File: config.mk
export PLATFORM = sky130hd
export DESIGN_NAME = rhm_mulmod
export DESIGN_NICKNAME = d
export VERILOG_FILES = /design/src/hw/rtl/rhm_pkg.sv /design/src/hw/rtl/rhm_mulmod.sv
export VERILOG_INCLUDE_DIRS = /design/src /design/src/hw/rtl
export SDC_FILE = /design/constraint.sdc
export NUM_CORES = 2
export LEC_CHECK = 0
export BUFFER_PORTS_ARGS = -buffer_cell sky130_fd_sc_hd__buf_2
export CORE_UTILIZATION = 66
export DETAILED_ROUTE_END_ITERATION = 12
export PLACE_DENSITY = 0.83
export SLEW_MARGIN = 20
export SYNTH_ARGS = -nofsm -noshare
export SYNTH_HDL_FRONTEND = slang
export SYNTH_SLANG_ARGS = --single-unit
File: constraint.sdc
create_clock -name i_clk -period 10.1 [get_ports i_clk]
set_clock_uncertainty 0.1 [all_clocks]
set_input_delay 1.01 -clock i_clk [delete_from_list [all_inputs] [get_ports i_clk]]
set_output_delay 1.01 -clock i_clk [all_outputs]
set_load 0.05 [all_outputs]
File: src/hw/rtl/assert_macros.svh
// ----------------------------------------------------------------------------
// assertion macros
// clocked property checks, compiled out for synthesis
// ----------------------------------------------------------------------------
`ifndef ASSERT_MACROS_SVH
`define ASSERT_MACROS_SVH

`ifndef SYNTHESIS
`define RHM_ASSERT(label, clk, rst_n, prop, msg) \
    label: assert property (@(posedge clk) disable iff (!rst_n) prop) \
        else $error(msg);
`define RHM_ASSERT_NORST(label, clk, prop, msg) \
    label: assert property (@(posedge clk) prop) \
        else $error(msg);
`else
`define RHM_ASSERT(label, clk, rst_n, prop, msg)
`define RHM_ASSERT_NORST(label, clk, prop, msg)
`endif

`endif

File: src/hw/rtl/rhm_pkg.sv
// ----------------------------------------------------------------------------
// rhm_pkg
// shared types, codes and constants of the mod 2^61-1 rolling hash
// ----------------------------------------------------------------------------
package rhm_pkg;

    localparam logic CMD_APPEND = 1'b0;
    localparam logic CMD_QUERY  = 1'b1;

    localparam logic [60:0] HASH_MOD  = 61'h1FFF_FFFF_FFFF_FFFF;
    localparam logic [60:0] HASH_ONE  = 61'd1;
    localparam logic [60:0] HASH_BASE = 61'd1033;
    // seven times the modulus, keeps the range difference non-negative
    localparam logic [63:0] OFFSET7P  = 64'hDFFF_FFFF_FFFF_FFF9;

    typedef struct packed {
        logic        cmd;
        logic [7:0]  symbol;
        logic [10:0] left;
        logic [10:0] right;
    } t_req;

    typedef struct packed {
        logic [60:0] hash_value;
        logic        error;
        logic [10:0] stored_length;
    } t_rsp;

    typedef struct packed {
        logic rd;
        logic wr_pow;
        logic wr_hash;
    } t_store_cmd;

    // one folding step plus one conditional subtract, may return the modulus
    function automatic logic [60:0] rhm_fold(input logic [63:0] v);
        logic [61:0] s;
        s = {1'b0, v[60:0]} + {59'b0, v[63:61]};
        if (s > {1'b0, HASH_MOD}) begin
            s = s - {1'b0, HASH_MOD};
        end
        return s[60:0];
    endfunction

endpackage

File: src/hw/rtl/rhm_mulmod.sv
// ----------------------------------------------------------------------------
// rhm_mulmod
// split 31/30-bit multiply, four partial products through one 31x31 unit
// ----------------------------------------------------------------------------
`include "assert_macros.svh"

module rhm_mulmod import rhm_pkg::*; (
    input  logic        i_clk,
    input  logic        i_rst_n,
    input  logic        i_start,
    input  logic [60:0] i_a,
    input  logic [60:0] i_b,
    output logic        o_done,
    output logic [63:0] o_prod
);

    localparam logic [2:0] ST_LL      = 3'd0;
    localparam logic [2:0] ST_LH      = 3'd1;
    localparam logic [2:0] ST_HL      = 3'd2;
    localparam logic [2:0] ST_HH      = 3'd3;
    localparam logic [2:0] ST_ADD_HH  = 3'd4;
    localparam logic [2:0] ST_ADD_MID = 3'd5;

    logic        r_busy;
    logic        r_done;
    logic [2:0]  r_step;
    logic [60:0] r_a;
    logic [60:0] r_b;
    logic [61:0] r_pp;
    logic [61:0] r_mid;
    logic [63:0] r_acc;

    logic [30:0] m_x;
    logic [30:0] m_y;
    logic [61:0] m_prod;

    always_comb begin
        case (r_step)
            ST_LL: begin
                m_x = r_a[30:0];
                m_y = r_b[30:0];
            end
            ST_LH: begin
                m_x = r_a[30:0];
                m_y = {1'b0, r_b[60:31]};
            end
            ST_HL: begin
                m_x = {1'b0, r_a[60:31]};
                m_y = r_b[30:0];
            end
            ST_HH: begin
                m_x = {1'b0, r_a[60:31]};
                m_y = {1'b0, r_b[60:31]};
            end
            default: begin
                m_x = '0;
                m_y = '0;
            end
        endcase
    end

    assign m_prod = {31'b0, m_x} * {31'b0, m_y};

    always_ff @(posedge i_clk) begin
        if (!i_rst_n) begin
            r_busy <= 1'b0;
            r_done <= 1'b0;
            r_step <= ST_LL;
        end else begin
            r_done <= 1'b0;
            if (i_start) begin
                r_busy <= 1'b1;
                r_step <= ST_LL;
            end else if (r_busy) begin
                r_step <= r_step + 3'd1;
                if (r_step == ST_ADD_MID) begin
                    r_busy <= 1'b0;
                    r_done <= 1'b1;
                end
            end
        end
    end

    // partial product is registered, accumulation trails by one step
    always_ff @(posedge i_clk) begin
        if (i_start) begin
            r_a <= i_a;
            r_b <= i_b;
        end
        if (r_busy) begin
            case (r_step)
                ST_LL: begin
                    r_pp <= m_prod;
                end
                ST_LH: begin
                    r_acc <= {2'b0, r_pp};
                    r_pp  <= m_prod;
                end
                ST_HL: begin
                    r_mid <= r_pp;
                    r_pp  <= m_prod;
                end
                ST_HH: begin
                    r_mid <= r_mid + r_pp;
                    r_pp  <= m_prod;
                end
                ST_ADD_HH: begin
                    r_acc <= r_acc + ({2'b0, r_pp} << 1);
                end
                ST_ADD_MID: begin
                    r_acc <= r_acc + {3'b0, r_mid[29:0], 31'b0} + {32'b0, r_mid[61:30]};
                end
                default: begin
                end
            endcase
        end
    end

    assign o_done = r_done;
    assign o_prod = r_acc;

    `RHM_ASSERT(a_no_start_busy, i_clk, i_rst_n, i_start |-> !r_busy, "multiply started while busy")
    `RHM_ASSERT(a_done_follows, i_clk, i_rst_n, (r_busy && r_step == ST_ADD_MID && !i_start) |=> (r_done && !r_busy), "multiply did not finish after last step")
    `RHM_ASSERT(a_done_pulse, i_clk, i_rst_n, r_done |-> !r_busy, "done raised while still busy")
    `RHM_ASSERT_NORST(a_reset_idle, i_clk, !i_rst_n |=> (!r_busy && !r_done), "reset did not idle the multiplier")

endmodule
==> run summary <==
DR WL/cell -> 24.83 µm
final cell count without fillers -> 6,836
starting DRC count in detailed routing -> 4,372
critical-path maximum fanout -> 50
min-delay src -> r_step[1]$_SDFFE_PP0P_
Tmin final -> 9898 ps
highest cell delay on the worst timing path -> 640 ps
Area after DPL -> 55,390 µm²
placed cells -> 6,765
HP Class -> reg -> reg
antenna violations before repair -> 5
syn_area_per_cell -> 9.346 µm²
Synth Cell Area -> 53,130 µm²
startpoint type of the worst setup path -> flip-flop
WS Path Type -> reg -> reg
number of nets still failing antenna checks after routing -> 0
sequential fraction of the synthesis area -> 17.71%
commonest cells after routing, fill and taps aside -> fa_1 (841), inv_1 (839), nor2_1 (617)
synthesized net count -> 7,155
drt via density -> 6.350
Worst Tran Pin Value -> 1046 ps
Final #Nets -> 7,228
Routed WL -> 169.7 mm
Async SR Flop Fraction -> 0%
1st-pass router iterations -> 6
Final WS setup -> 202.0 ps
CP Launch Point -> r_step[1]$_SDFFE_PP0P_
CTS Buffer Depth -> 3
Via Count -> 43,410
first-pass GRT wire length -> 254.7 mm
largest net degree at the start of global routing -> 88
Die ar. -> 81,640 µm²
# setup viols final -> 0
predominant post-synthesis flop cell -> edfxtp_1
number of max-cap violations -> 0
Initial Util -> 67.04%
EDFF count, synth -> 310
Max Fclk -> 0.1010 GHz
Max H-tree Level -> 2
DRC -> 0
Root Buffer -> clkbuf_16
commonest non-fill, non-tap cell in the layout -> fa_1
synth unique cells -> 90
post-route cell area -> 56,720 µm²
Critical Path AT -> 10,130 ps
kind of end point of the critical path -> flip-flop
Worst-Skew Late Latency -> 590 ps
crit-path most repeated cell -> fa_1
r2r startpoint -> r_step[1]$_SDFFE_PP0P_
Slew Limit Fails -> 0
Filler cells -> 5,917
Place WS -> 434.4 ps
Placer Congestion -> 1.040
Remaining Overflow, GRT -> 0
outcome -> finished, final reports clean
Critical Path RT -> 10,330 ps
Synth Warn # -> 0
CTS Buf Count -> 38
GRT Total Usage -> 41.70%
CTS tree -> yes
relative slew slack -> 30.29%
vias in the first global route -> 43,940
Die X -> 285.7 µm
Final Hold Viols -> 0
IO Count -> 190
ratio of cells with drive above 1 in the final layout -> 9.041%
fin crit share -> 98.00%
Row Count -> 103
Port Buffers -> 189
Slowest cell on crit path -> a22o_1
core footprint -> 79,260 µm²
flops & latches, synth -> 315
HPWL after DPL -> 138.4 mm
clk sinks -> 315
clk slew on worst S/H paths -> 60 ps
post-synthesis cell count -> 5,685
WHS -> 473.0 ps
Die Y -> 285.7 µm
Area Growth Syn to Fin -> 6.742%
==> final cells by class <==
class,instances,area (µm²),area share [%]
Clock buffer,43,991.0,1.747
Multi-Input combinational cell,4231,39500,69.64
Timing Repair Buffer,333,2067,3.644
Inverter,839,3149,5.553
Antenna cell,1,2.502,0.004412
Tap cell,1050,1314,2.316
Sequential cell,315,9410,16.59
Clock inverter,24,286.5,0.5052
==> repair_timing <==
item,in CTS,in global routing
setup buffers,0,3
setup endpoints to repair,0,5
hold buffers,0,0
gates resized for setup,0,11
==> registers in the layout, indices dropped and copies added (netlist names) <==
| register | cells |
|---|---|
| r_mid | 62 |
| o_done | 1 |
| r_step | 3 |
| o_prod | 64 |
| r_a | 61 |
| r_busy | 1 |
| r_b | 61 |
| r_pp | 62 |
==> worst paths after layout <==
check                            to  slack (ps)  depth (start not counted)
min reg2reg  r_step[1]$_SDFFE_PP0P_         470                          2
max              r_pp[59]$_DFFE_PP_         200                         30
max reg2reg      r_pp[59]$_DFFE_PP_         200                         30
min          r_step[1]$_SDFFE_PP0P_         470                          2
==> critical path, delay by kind of cell (launching register included) <==
kind | cells | cell delay, ps
compound gates | 7 | 2030
xor+xnor | 1 | 120
fa+ha+maj | 10 | 4580
buf+inv | 5 | 580
flops | 1 | 350
simple gates | 7 | 1840
==> layer usage <==
| layer | up-vias | global-route usage (%) | share of wire (%) |
|---|---|---|---|
| met5 | - | 0.2326 | 0.015 |
| met4 | 4 | 23.92 | 7.1 |
| met3 | 655 | 12.30 | 13 |
| met2 | 2902 | 65.20 | 44 |
| met1 | 20970 | 51.79 | 36 |
| li1 | 18880 | - | - |
==> per-stage QoR <==
stage,utilization [%],TNS [ps]
final,71.56,0
after global routing,71.56,-57.11
after CTS,71.50,0
after detailed placement,69.89,0
after global placement,69.89,0
after floorplan,-,0
==> cell families after synthesis <==
family	Yosys count	synth area share, %
multiplexers	65	1.363
buffers and inverters	1139	8.138
AND/OR/NAND/NOR	1526	12.08
adder cells (fa/ha/maj)	1345	43.55
flip-flops	315	17.71
XOR/XNOR	232	3.824
AO/OA/AOI/OAI	1063	13.34
==> synthesized netlist by cell type, types with 23 or more instances <==
cell | count | area [µm²]
a22o_1 | 60 | 525.5
inv_1 | 839 | 3149
nand2b_1 | 30 | 187.7
nand3_1 | 47 | 235.2
ha_1 | 504 | 6306
clkbuf_1 | 274 | 1028
nor3_1 | 31 | 155.2
edfxtp_1 | 310 | 9309
nor2b_1 | 30 | 187.7
nand4_1 | 56 | 350.3
fa_1 | 841 | 16840
o21ai_0 | 171 | 855.8
a21oi_1 | 293 | 1466
o21bai_1 | 42 | 315.3
a31oi_1 | 24 | 150.1
xnor2_1 | 152 | 1331
mux2_2 | 59 | 664.4
xor2_1 | 80 | 700.7
and3_1 | 23 | 143.9
a22oi_1 | 100 | 750.7
nor2_1 | 622 | 2335
nand2_1 | 615 | 2308
a21o_1 | 166 | 1246
Power is left out: the tool's default activity adds up to more than one toggle a clock period on the data nets, which glitch-free logic cannot reach.
